--- src/hdl/prdw_pkg.sv ---
// Package for the pulsed roller drive: time width, op/event/register codes,
// configuration and result structs. No dependencies.
`default_nettype none

package prdw_pkg;

	localparam int TIME_BITS = 32;

	localparam int CFG_W  = 16;
	localparam int POWER_W = 8;
	localparam int TS_W   = 32;

	localparam int PDATA_W = 32;
	localparam int PADDR_W = 4;

	typedef logic [TIME_BITS-1:0] time_t;

	localparam logic [1:0] OP_SET  = 2'd0;
	localparam logic [1:0] OP_KICK = 2'd1;
	localparam logic [1:0] OP_TICK = 2'd2;

	localparam logic [1:0] EVT_NONE   = 2'd0;
	localparam logic [1:0] EVT_ENGAGE = 2'd1;
	localparam logic [1:0] EVT_OFF    = 2'd2;

	localparam logic [1:0] REG_ON_TIME      = 2'd0;
	localparam logic [1:0] REG_OFF_TIME     = 2'd1;
	localparam logic [1:0] REG_FEED_TIMEOUT = 2'd2;

	localparam logic [CFG_W-1:0] ON_TIME_RST      = CFG_W'(100);
	localparam logic [CFG_W-1:0] OFF_TIME_RST     = CFG_W'(50);
	localparam logic [CFG_W-1:0] FEED_TIMEOUT_RST = CFG_W'(300);

	typedef struct packed {
		logic [CFG_W-1:0] on_time;
		logic [CFG_W-1:0] off_time;
		logic [CFG_W-1:0] feed_timeout;
	} cfg_t;

	typedef struct packed {
		logic [POWER_W-1:0] drive_level;
		logic               drive_written;
		logic [1:0]         event_code;
		logic               is_engaged;
		logic [POWER_W-1:0] held_power;
	} result_t;

endpackage

`default_nettype wire

--- src/hdl/pulsed_roller_drive_with_watchdog.sv ---
// Top level of the pulsed roller drive: command input register, result
// register, APB register file. Depends on prdw_pkg, prdw_cfg, prdw_core.
//
// Usage:
//   Command channel (cmd_valid/cmd_stall, op, power_level, timestamp) carries
//   set, kick and tick items. Result channel (res_valid/res_stall) returns one
//   result per item: drive_level, drive_written, event_code, is_engaged,
//   held_power.
//   A command passes the input register, then the result register; drive
//   state updates as an item leaves the input register.
//   Throughput: one item per cycle, sustained while res_stall does not hold
//   a full result register.
//   A stalled result holds in the result register while one more command
//   waits in the input register; cmd_stall rises only when both are full.
//   Reset (arst_n low) clears both stages, disengages the motor with zero
//   drive and power, zeroes the phase and watchdog times and loads the
//   registers with on_time 100, off_time 50, feed_timeout 300.
//   Registers sit at paddr 0, 4, 8; write them only while the block is idle.
`default_nettype none

module pulsed_roller_drive_with_watchdog
	import prdw_pkg::*;
(
	input  wire logic               clk,
	input  wire logic               arst_n,
	input  wire logic               cmd_valid,
	output logic                    cmd_stall,
	input  wire logic [1:0]         op,
	input  wire logic [POWER_W-1:0] power_level,
	input  wire logic [TS_W-1:0]    timestamp,
	output logic                    res_valid,
	input  wire logic               res_stall,
	output logic [POWER_W-1:0]      drive_level,
	output logic                    drive_written,
	output logic [1:0]              event_code,
	output logic                    is_engaged,
	output logic [POWER_W-1:0]      held_power,
	input  wire logic               psel,
	input  wire logic               penable,
	input  wire logic               pwrite,
	input  wire logic [PADDR_W-1:0] paddr,
	input  wire logic [PDATA_W-1:0] pwdata,
	output logic      [PDATA_W-1:0] prdata,
	output logic                    pready
);

	cfg_t               cfg;
	logic               valid_s1;
	logic [1:0]         op_s1;
	logic [POWER_W-1:0] power_s1;
	time_t              now_s1;
	logic               valid_s2;
	result_t            res_s2;
	result_t            res_next;
	logic               load_s2;
	logic               load_s1;

	assign load_s2   = valid_s1 & (~valid_s2 | ~res_stall);
	assign cmd_stall = valid_s1 & ~load_s2;
	assign load_s1   = cmd_valid & ~cmd_stall;

	prdw_cfg u_cfg (
		.clk     (clk),
		.arst_n  (arst_n),
		.psel    (psel),
		.penable (penable),
		.pwrite  (pwrite),
		.paddr   (paddr),
		.pwdata  (pwdata),
		.prdata  (prdata),
		.pready  (pready),
		.cfg     (cfg)
	);

	prdw_core u_core (
		.clk    (clk),
		.arst_n (arst_n),
		.step   (load_s2),
		.op     (op_s1),
		.power  (power_s1),
		.now    (now_s1),
		.cfg    (cfg),
		.res    (res_next)
	);

	always_ff @(posedge clk or negedge arst_n) begin
		if (!arst_n) begin
			valid_s1 <= 1'b0;
			valid_s2 <= 1'b0;
		end else begin
			if (load_s1) begin
				valid_s1 <= 1'b1;
			end else if (load_s2) begin
				valid_s1 <= 1'b0;
			end
			if (load_s2) begin
				valid_s2 <= 1'b1;
			end else if (~res_stall) begin
				valid_s2 <= 1'b0;
			end
		end
	end

	always_ff @(posedge clk) begin
		if (load_s1) begin
			op_s1    <= op;
			power_s1 <= power_level;
			now_s1   <= TIME_BITS'(timestamp);
		end
		if (load_s2) begin
			res_s2 <= res_next;
		end
	end

	assign res_valid     = valid_s2;
	assign drive_level   = res_s2.drive_level;
	assign drive_written = res_s2.drive_written;
	assign event_code    = res_s2.event_code;
	assign is_engaged    = res_s2.is_engaged;
	assign held_power    = res_s2.held_power;

endmodule

`default_nettype wire

--- src/hdl/prdw_cfg.sv ---
// APB register file for on_time, off_time and feed_timeout.
// Depends on prdw_pkg.
`default_nettype none

module prdw_cfg
	import prdw_pkg::*;
(
	input  wire logic               clk,
	input  wire logic               arst_n,
	input  wire logic               psel,
	input  wire logic               penable,
	input  wire logic               pwrite,
	input  wire logic [PADDR_W-1:0] paddr,
	input  wire logic [PDATA_W-1:0] pwdata,
	output logic      [PDATA_W-1:0] prdata,
	output logic                    pready,
	output cfg_t                    cfg
);

	cfg_t       cfg_q;
	logic       wr_en;
	logic [1:0] reg_idx;

	assign pready  = 1'b1;
	assign reg_idx = paddr[3:2];
	assign wr_en   = psel & penable & pwrite;
	assign cfg     = cfg_q;

	always_ff @(posedge clk or negedge arst_n) begin
		if (!arst_n) begin
			cfg_q.on_time      <= ON_TIME_RST;
			cfg_q.off_time     <= OFF_TIME_RST;
			cfg_q.feed_timeout <= FEED_TIMEOUT_RST;
		end else if (wr_en) begin
			case (reg_idx)
				REG_ON_TIME:      cfg_q.on_time      <= pwdata[CFG_W-1:0];
				REG_OFF_TIME:     cfg_q.off_time     <= pwdata[CFG_W-1:0];
				REG_FEED_TIMEOUT: cfg_q.feed_timeout <= pwdata[CFG_W-1:0];
				default: ;
			endcase
		end
	end

	always_comb begin
		case (reg_idx)
			REG_ON_TIME:      prdata = PDATA_W'(cfg_q.on_time);
			REG_OFF_TIME:     prdata = PDATA_W'(cfg_q.off_time);
			REG_FEED_TIMEOUT: prdata = PDATA_W'(cfg_q.feed_timeout);
			default:          prdata = '0;
		endcase
	end

endmodule

`default_nettype wire

--- src/hdl/prdw_core.sv ---
// Drive state (engage flag, power, phase, watchdog time) and the per-item
// next-state logic. Depends on prdw_pkg.
`default_nettype none

module prdw_core
	import prdw_pkg::*;
(
	input  wire logic               clk,
	input  wire logic               arst_n,
	input  wire logic               step,
	input  wire logic [1:0]         op,
	input  wire logic [POWER_W-1:0] power,
	input  wire time_t              now,
	input  wire cfg_t               cfg,
	output result_t                 res
);

	logic               eng_q,   eng_d;
	logic [POWER_W-1:0] pow_q,   pow_d;
	logic               ph_on_q, ph_on_d;
	time_t              ph_start_q, ph_start_d;
	time_t              feed_q,  feed_d;
	logic [POWER_W-1:0] drv_q,   drv_d;
	logic               written;
	logic [1:0]         evt;
	time_t              since_feed, since_phase;

	// modulo 2^TIME_BITS differences
	assign since_feed  = now - feed_q;
	assign since_phase = now - ph_start_q;

	always_comb begin
		eng_d      = eng_q;
		pow_d      = pow_q;
		ph_on_d    = ph_on_q;
		ph_start_d = ph_start_q;
		feed_d     = feed_q;
		drv_d      = drv_q;
		written    = 1'b0;
		evt        = EVT_NONE;
		case (op)
			OP_SET: begin
				if (power == '0) begin
					evt     = eng_q ? EVT_OFF : EVT_NONE;
					eng_d   = 1'b0;
					pow_d   = '0;
					drv_d   = '0;
					written = 1'b1;
				end else begin
					if (!eng_q) begin
						eng_d      = 1'b1;
						ph_on_d    = 1'b1;
						ph_start_d = now;
						drv_d      = power;
						written    = 1'b1;
						evt        = EVT_ENGAGE;
					end else if (ph_on_q && power != pow_q) begin
						drv_d   = power;
						written = 1'b1;
					end
					pow_d  = power;
					feed_d = now;
				end
			end
			OP_KICK: begin
				eng_d   = 1'b0;
				pow_d   = '0;
				drv_d   = '0;
				written = 1'b1;
			end
			OP_TICK: begin
				if (eng_q) begin
					if (since_feed >= TIME_BITS'(cfg.feed_timeout)) begin
						evt     = EVT_OFF;
						eng_d   = 1'b0;
						pow_d   = '0;
						drv_d   = '0;
						written = 1'b1;
					end else if (ph_on_q) begin
						if (since_phase >= TIME_BITS'(cfg.on_time)) begin
							ph_on_d    = 1'b0;
							ph_start_d = now;
							drv_d      = '0;
							written    = 1'b1;
						end
					end else if (since_phase >= TIME_BITS'(cfg.off_time)) begin
						ph_on_d    = 1'b1;
						ph_start_d = now;
						drv_d      = pow_q;
						written    = 1'b1;
					end
				end
			end
			default: ;
		endcase
	end

	always_ff @(posedge clk or negedge arst_n) begin
		if (!arst_n) begin
			eng_q      <= 1'b0;
			pow_q      <= '0;
			ph_on_q    <= 1'b0;
			ph_start_q <= '0;
			feed_q     <= '0;
			drv_q      <= '0;
		end else if (step) begin
			eng_q      <= eng_d;
			pow_q      <= pow_d;
			ph_on_q    <= ph_on_d;
			ph_start_q <= ph_start_d;
			feed_q     <= feed_d;
			drv_q      <= drv_d;
		end
	end

	assign res.drive_level   = drv_d;
	assign res.drive_written = written;
	assign res.event_code    = evt;
	assign res.is_engaged    = eng_d;
	assign res.held_power    = pow_d;

endmodule

`default_nettype wire

--- config.mk ---
export PLATFORM = sky130hd
export DESIGN_NAME = pulsed_roller_drive_with_watchdog
export DESIGN_NICKNAME = d
export VERILOG_FILES = /design/src/hdl/prdw_pkg.sv /design/src/hdl/pulsed_roller_drive_with_watchdog.sv /design/src/hdl/prdw_cfg.sv /design/src/hdl/prdw_core.sv
export SDC_FILE = /design/constraint.sdc
export NUM_CORES = 1
export LEC_CHECK = 0
export BUFFER_PORTS_ARGS = -buffer_cell sky130_fd_sc_hd__buf_2
export CAP_MARGIN = 30
export CORE_MARGIN = 3
export CORE_UTILIZATION = 47
export DETAILED_ROUTE_END_ITERATION = 12
export HOLD_SLACK_MARGIN = 0.15
export PLACE_DENSITY_LB_ADDON = 0.08
export SLEW_MARGIN = 20
export SYNTH_ARGS = -nofsm -noshare
export SYNTH_HDL_FRONTEND = slang
export SYNTH_SLANG_ARGS = --single-unit
--- constraint.sdc ---
create_clock -name clk -period 4.5 [get_ports clk]
set_input_delay 0.225 -clock clk [delete_from_list [all_inputs] [get_ports clk]]
set_output_delay 0.225 -clock clk [all_outputs]
set_load 0.02 [all_outputs]
# Word level (Yosys, flattened, before mapping)
# Index checks and enable logic that the tools add are counted.
[word_totals] regBits=194 latchBits=0 ramBits=0 rom_bits=0 input_bits=85 out_inout_bits=55 wordCells=111 mem_count=0
[op_classes] n_addsub=2 n_mul=0 div_mod_pow=0 n_lt_le_gt_ge=3 n_eq_ne=12 shift=0 muxes=52 bitwise=11 n_reduce_logical=12
[ops] cell="2-to-1 mux 32 bit" n=7
[ops] cell="greater-or-equal comparator 32 x 16 -> 1 bit" n=3
[ops] cell="2-to-1 mux 8 bit" n=11
[ops] cell="one-hot mux 32 bit (2 select lines)" n=1
[ops] cell="subtractor 32 bit" n=2
[ops] cell="one-hot mux 16 bit (3 select lines)" n=1
[ops] cell="one-hot mux 8 bit (3 select lines)" n=2
[ops] cell="2-to-1 mux 1 bit" n=22
[ops] cell="logical NOT 8 bit" n=1
[ops] cell="2-to-1 mux 2 bit" n=4
[ops] cell="inequality test 8 bit" n=1
[ops] cell="AND reduction 8 bit" n=1
[ops] cell="inequality test 2 bit, second input constant" n=3
[ops] cell="one-hot mux 1 bit (3 select lines)" n=2
[ops] cell="AND reduction 2 bit" n=3
[ops] cell="AND reduction 6 bit" n=1
[ops] cell="AND 1 bit" n=5
[ops] cell="inverter 1 bit" n=5
[ops] cell="equality test 2 x 1 -> 1 bit, second input constant" n=2
[ops] cell="equality test 2 bit, second input constant" n=2
[ops] cell="logical NOT 2 bit" n=2
[ops] cell="inequality test 2 x 1 -> 1 bit, second input constant" n=2
[ops] cell="one-hot mux 2 bit (2 select lines)" n=1
[ops] cell="nonzero test 2 bit" n=2
[ops] cell="other kinds (6)" n=6

# Longest topological paths before layout
[depth] depth_word=8 ltp_mapped=25 ltp_nobuf=23

# Modules after synthesis
# Synthesis repeated with hierarchy kept, for this count alone.
[unflattened] hier_cells=1303 hier_area_um2=13315.3
[modules_own_cells] mod="prdw_core" n_inst=1 cells_each=1055 area_each_um2=9016.1 seq_area_each_um2=2052.0
[modules_own_cells] mod="prdw_cfg" n_inst=1 cells_each=178 area_each_um2=2344.7 seq_area_each_um2=1213.7
[modules_own_cells] mod="pulsed_roller_drive_with_watchdog" n_inst=1 cells_each=70 area_each_um2=1954.4 seq_area_each_um2=1911.8

# Worst setup path after synthesis
# No wires, ideal clock.
[synth_path] path_type="register -> register" start="reg now_s1[4]" end="reg u_core.ph_start_q[0]" setup_ns=0.125 t_arrival_ns=4.838 required_ns=4.375 slack_ns=-0.463 path_stages_with_launch=20 path_buffers=1 synth_period_minus_slack_ns=4.963 path_cell_list="edfxtp_1 -> ha_1 -> a21o_1 -> o41a_1 -> a211oi_2 -> o21ai_0 -> xor2_1 -> ha_1 -> a21oi_1 -> o221ai_1 -> nor4_1 -> o2111ai_1 -> a311oi_1 -> o211ai_1 -> nand4bb_1 -> nor4_4 -> a22o_2 -> o211ai_4 -> buf_6 -> mux2_4"
[synth_via] elab_chain_len=4 word_cells_on_any_way=9 classes_between="add/sub (2); order compare (3); eq/ne (3); reduce/logical (1)"
[synth_lines] item="start, declared" line_no="pulsed_roller_drive_with_watchdog.sv:51" text="time_t now_s1;"
[synth_lines] item="start signal, assigned" line_no="pulsed_roller_drive_with_watchdog.sv:108" text="now_s1 <= TIME_BITS'(timestamp);"
[synth_lines] item="subtractor 32 bit, on equally long branches" line_no="prdw_core.sv:30, prdw_core.sv:29"
[synth_lines] item="greater-or-equal comparator 32 x 16 -> 1 bit, on equally long branches" line_no="prdw_core.sv:80, prdw_core.sv:73, prdw_core.sv:86"
[synth_lines] item="inequality test 3 bit (no line) (tied with other cells)"
[synth_lines] item="AND reduction 8 bit (no line) *"
[synth_lines] item="end signal, assigned" line_no="prdw_core.sv:110" text="ph_start_q <= ph_start_d;"
[synth_lines] item="end, declared" line_no="prdw_core.sv:21" text="time_t ph_start_q, ph_start_d;"
# Mark *: on every way between the ends. The rest lies on a longest branch, timed or not.
# A chain may end at the register's enable or synchronous reset.

# Worst setup path in the final report
[layout_path] start="reg now_s1[2]" end="reg u_core.ph_start_q[17]"
# The elaborated chain is that of the path after synthesis.

==> flow_summary.ini <==
[drt]
drt_pass_1_iters = 5
starting_drt_drc_count = 866
routedWlPerCell_um = 16.94
ant_nets = 0
detail_route.drc_violations = 0
routed_via_density = 5.434
detail_route.wirelength_um = 35370
via_count = 11350

[synthesis]
netlist_instances = 1421
unique_cell_type_count_in_the_yosys_netlist = 82
synth.avg_cell_area_sq_um = 9.384
netlist.area_leader.share_pct = 22.90
synth.area.top_cells = dfrtp_1, edfxtp_1, ha_1
synthDominantAreaCellType = dfrtp_1
synth_edf_count = 62
netlist_area_before_placement_sq_um = 13330
share_of_synthesized_area_occupied_by_flip_flops_and_latches_pct = 38.83
synth-seq-cells = 194
dominantRegCellSynth = dfrtp_1
ys.warnings.count = 0
async_flop_share_pct = 68.04

[setup_path]
reg2regPathDepth = 21
critical_path.cell_chain = ha_4, o211ai_1, a21oi_2, o41a_1, a211oi_4, o21ai_2, xor2_1, ha_1, a21oi_2, o221ai_2, nor4_2, o2111ai_1, a311oi_1, o211ai_1, nand4bb_4, nor4_4, a22o_2, o211ai_4, buf_12, clkbuf_16, mux2_4
start_of_the_worst_register_to_register_path = now_s1[2]
r2r_end = u_core.ph_start_q[17]
critPathTopFamily = compound AO/OA/AOI/OAI gates
ff2ff_setup_slack_ns = -0.51
worst_setup_end_kind = register
crit_path_start_kind = register
cp.buffers_inverters = 2
cp.required_ns = 4.83
cp.arrival_ns = 5.34
critical_path_peak_fanout = 9
crit_path_max_incr_delay_ns = 0.43
timing_worst_setup_path_type = register to register
timing.critical_path.slowest_stage_cell = edfxtp_1

[layout]
layout-drive-gt1-share_pct = 23.45
syn_to_final_growth_pct = 25.62
finish.instance_area_sq_um = 16750
share_of_the_core_filled_with_cells_pct = 60.13
final_standard_cell_count_with_taps_included_and_fillers_excluded = 2088
diodes = 0
nets = 1894

[place]
numPlacedInstances = 1977
place_ws_ns = -0.5527
place_area_sq_um = 15120
post-dp-hpwl_um = 26060
gp_congestion = 0.8877
numPortBuffers = 104

[global_route]
initial_antenna_violation_count = 0
grt_first_pass_wirelength_um = 57330
grt_pass1_vias = 11140
global_route_overflow = 0
grtUsageTotal_pct = 23.10
grt_max_degree = 102

[clock_tree]
clock_sinks = 194
numCtsBuffers = 17
worst_setup_hold_path_clk_slew_ns = 0.08
clock_insertion_delay_worst_skew_ns = 0.45
number_of_buffers_on_the_longest_clock_path = 2
cts-root-buf = clkbuf_16
tritoncts = built
cts_htree_levels = 4

[sta]
timing_max_transition_violations_final = 0
achievable-frequency_mhz = 199.4
maxSlewHeadroom_pct = 40.79
finalSetupViolCount = 69
total_negative_slack_for_setup_checks_ns = -26.62
fin_worst_hold_slack_ns = 0.2508
clock_skew_ns = 0.01840
report.final.hold_viol_count = 0
minimum_setup_slack_in_the_final_design_ns = -0.5146
grt_setup_unrepaired = yes
min_period_ns = 5.015
period_share_pct = 111.4
worst_pin_slew_ns = 0.8861

[run_status]
violations_in_the_final_reports = negative setup slack
outcome = finished with violations

[power]
powerDensity_nw_per_um2 = 532.2
power.ir.vdd_worst_v = 0.0002672
cellLeakagePower_nw = 7.683
power_mw = 8.915

[floorplanning]
initial_core_utilization_pct = 47.86
coreArea_sq_um = 27860
chipWidth_um = 174.4
die_area_sq_um = 30430
io-pin-count = 140
die_h_um = 174.4
rows = 61

[min_path]
hp-class = input port to async pin

[job]
maxCapViolations = 0
[synthesized netlist by cell type (14+ instances only)]
master / count
dfrtp_1: 122
nor4_1: 15
mux2_4: 29
nand4_1: 18
mux2i_1: 21
inv_1: 138
ha_1: 110
a21o_1: 28
nor2_1: 58
o21ai_0: 131
buf_4: 17
nand2b_1: 20
xnor2_1: 35
nand3_1: 24
a22o_1: 16
nand2_1: 150
o21a_1: 16
a211oi_1: 14
clkbuf_1: 39
mux2_2: 23
a31oi_1: 15
edfxtp_1: 62
nor3_1: 25
xor2_1: 18
a21oi_1: 83
[routing by layer]
metal	part of all wire, %	vias up	track usage, %
li1	-	5654	-
met1	49	5387	33.37
met2	46	261	36.86
met3	3.5	45	2.971
met4	1.5	0	5.965
met5	0	-	0
[cell families (layout without fill, tap and decap cells)]
family                   after synthesis  count (layout)  share of synthesized area, %
adder cells (fa/ha/maj)              112             112                         10.62
AND/OR/NAND/NOR                      371             371                         13.52
flip-flops                           194             194                         38.83
AO/OA/AOI/OAI                        411             411                         20.24
other                                  2              17                       0.05632
multiplexers                          73              73                         6.784
buffers and inverters                205             479                         6.465
XOR/XNOR                              53              53                         3.481
[placed cells by master (no fill, tap or decap), types with 17 or more instances in the layout]
master | Yosys | routed
mux2_2 | 23 | 22
a21o_1 | 28 | 28
nand2b_1 | 20 | 19
edfxtp_1 | 62 | 62
xnor2_1 | 35 | 35
dfrtp_1 | 122 | 122
nor3_1 | 25 | 19
conb_1 | 2 | 17
nor2_1 | 58 | 58
a21oi_1 | 83 | 77
mux2i_1 | 21 | 21
xor2_1 | 18 | 18
o21ai_0 | 131 | 114
nand2_1 | 150 | 149
ha_1 | 110 | 106
mux2_4 | 29 | 30
clkbuf_16 | 0 | 19
buf_4 | 17 | 126
nand3_1 | 24 | 21
nand4_1 | 18 | 18
dlygate4sd3_1 | 0 | 62
inv_1 | 138 | 136
buf_2 | 5 | 103
[power breakdown]
part	switching (mW)	internal (mW)	total, mW
Clock	0.729	0.778	1.51
Sequential	0.242	2.22	2.46
Combinational	2.65	2.30	4.95
Total	3.62	5.30	8.91
[sequential cells by signal, indices dropped and copies added, names as in the netlist, 2 cells and up]
register,cells
u_core.ph_start_q,32
event_code,2
u_core.drv_q,8
drive_level,8
held_power,8
now_s1,32
u_core.feed_q,32
u_core.pow_q,8
op_s1,2
power_s1,8
u_cfg.cfg,48
[layout make-up]
type,instances,area (sq um)
Clock inverter,12,122.6
Fill cell,2430,11110
Timing Repair Buffer,309,2372
Tap cell,378,473.0
Clock buffer,20,436.7
Inverter,138,518.0
Multi-Input combinational cell,1037,7650
Sequential cell,194,5177
[how the worst max path moves through the flow]
stage          slack, ns  cells past startpoint  startpoint                     to
2_1_floorplan      -0.24                     20   now_s1[2]   u_core.ph_start_q[0]
3_3_place_gp       -0.41                     24   now_s1[0]          drive_written
3_5_place_dp       -0.55                     25   now_s1[0]         drive_level[6]
4_1_cts            -0.49                     19   now_s1[4]  u_core.ph_start_q[10]
5_1_grt            -0.73                     21   now_s1[2]  u_core.ph_start_q[18]
6_report           -0.51                     21   now_s1[2]  u_core.ph_start_q[17]
[timing repair]
item / 4_1_cts / 5_1_grt
hold endpoints to repair: 190 / 0
gates cloned: 0 / 2
setup endpoints to repair: 69 / 69
setup buffers: 11 / 3
pin swaps: 31 / 14
hold buffers: 62 / 0
gates resized for setup: 51 / 17
(Power assumes the default switching activity.)
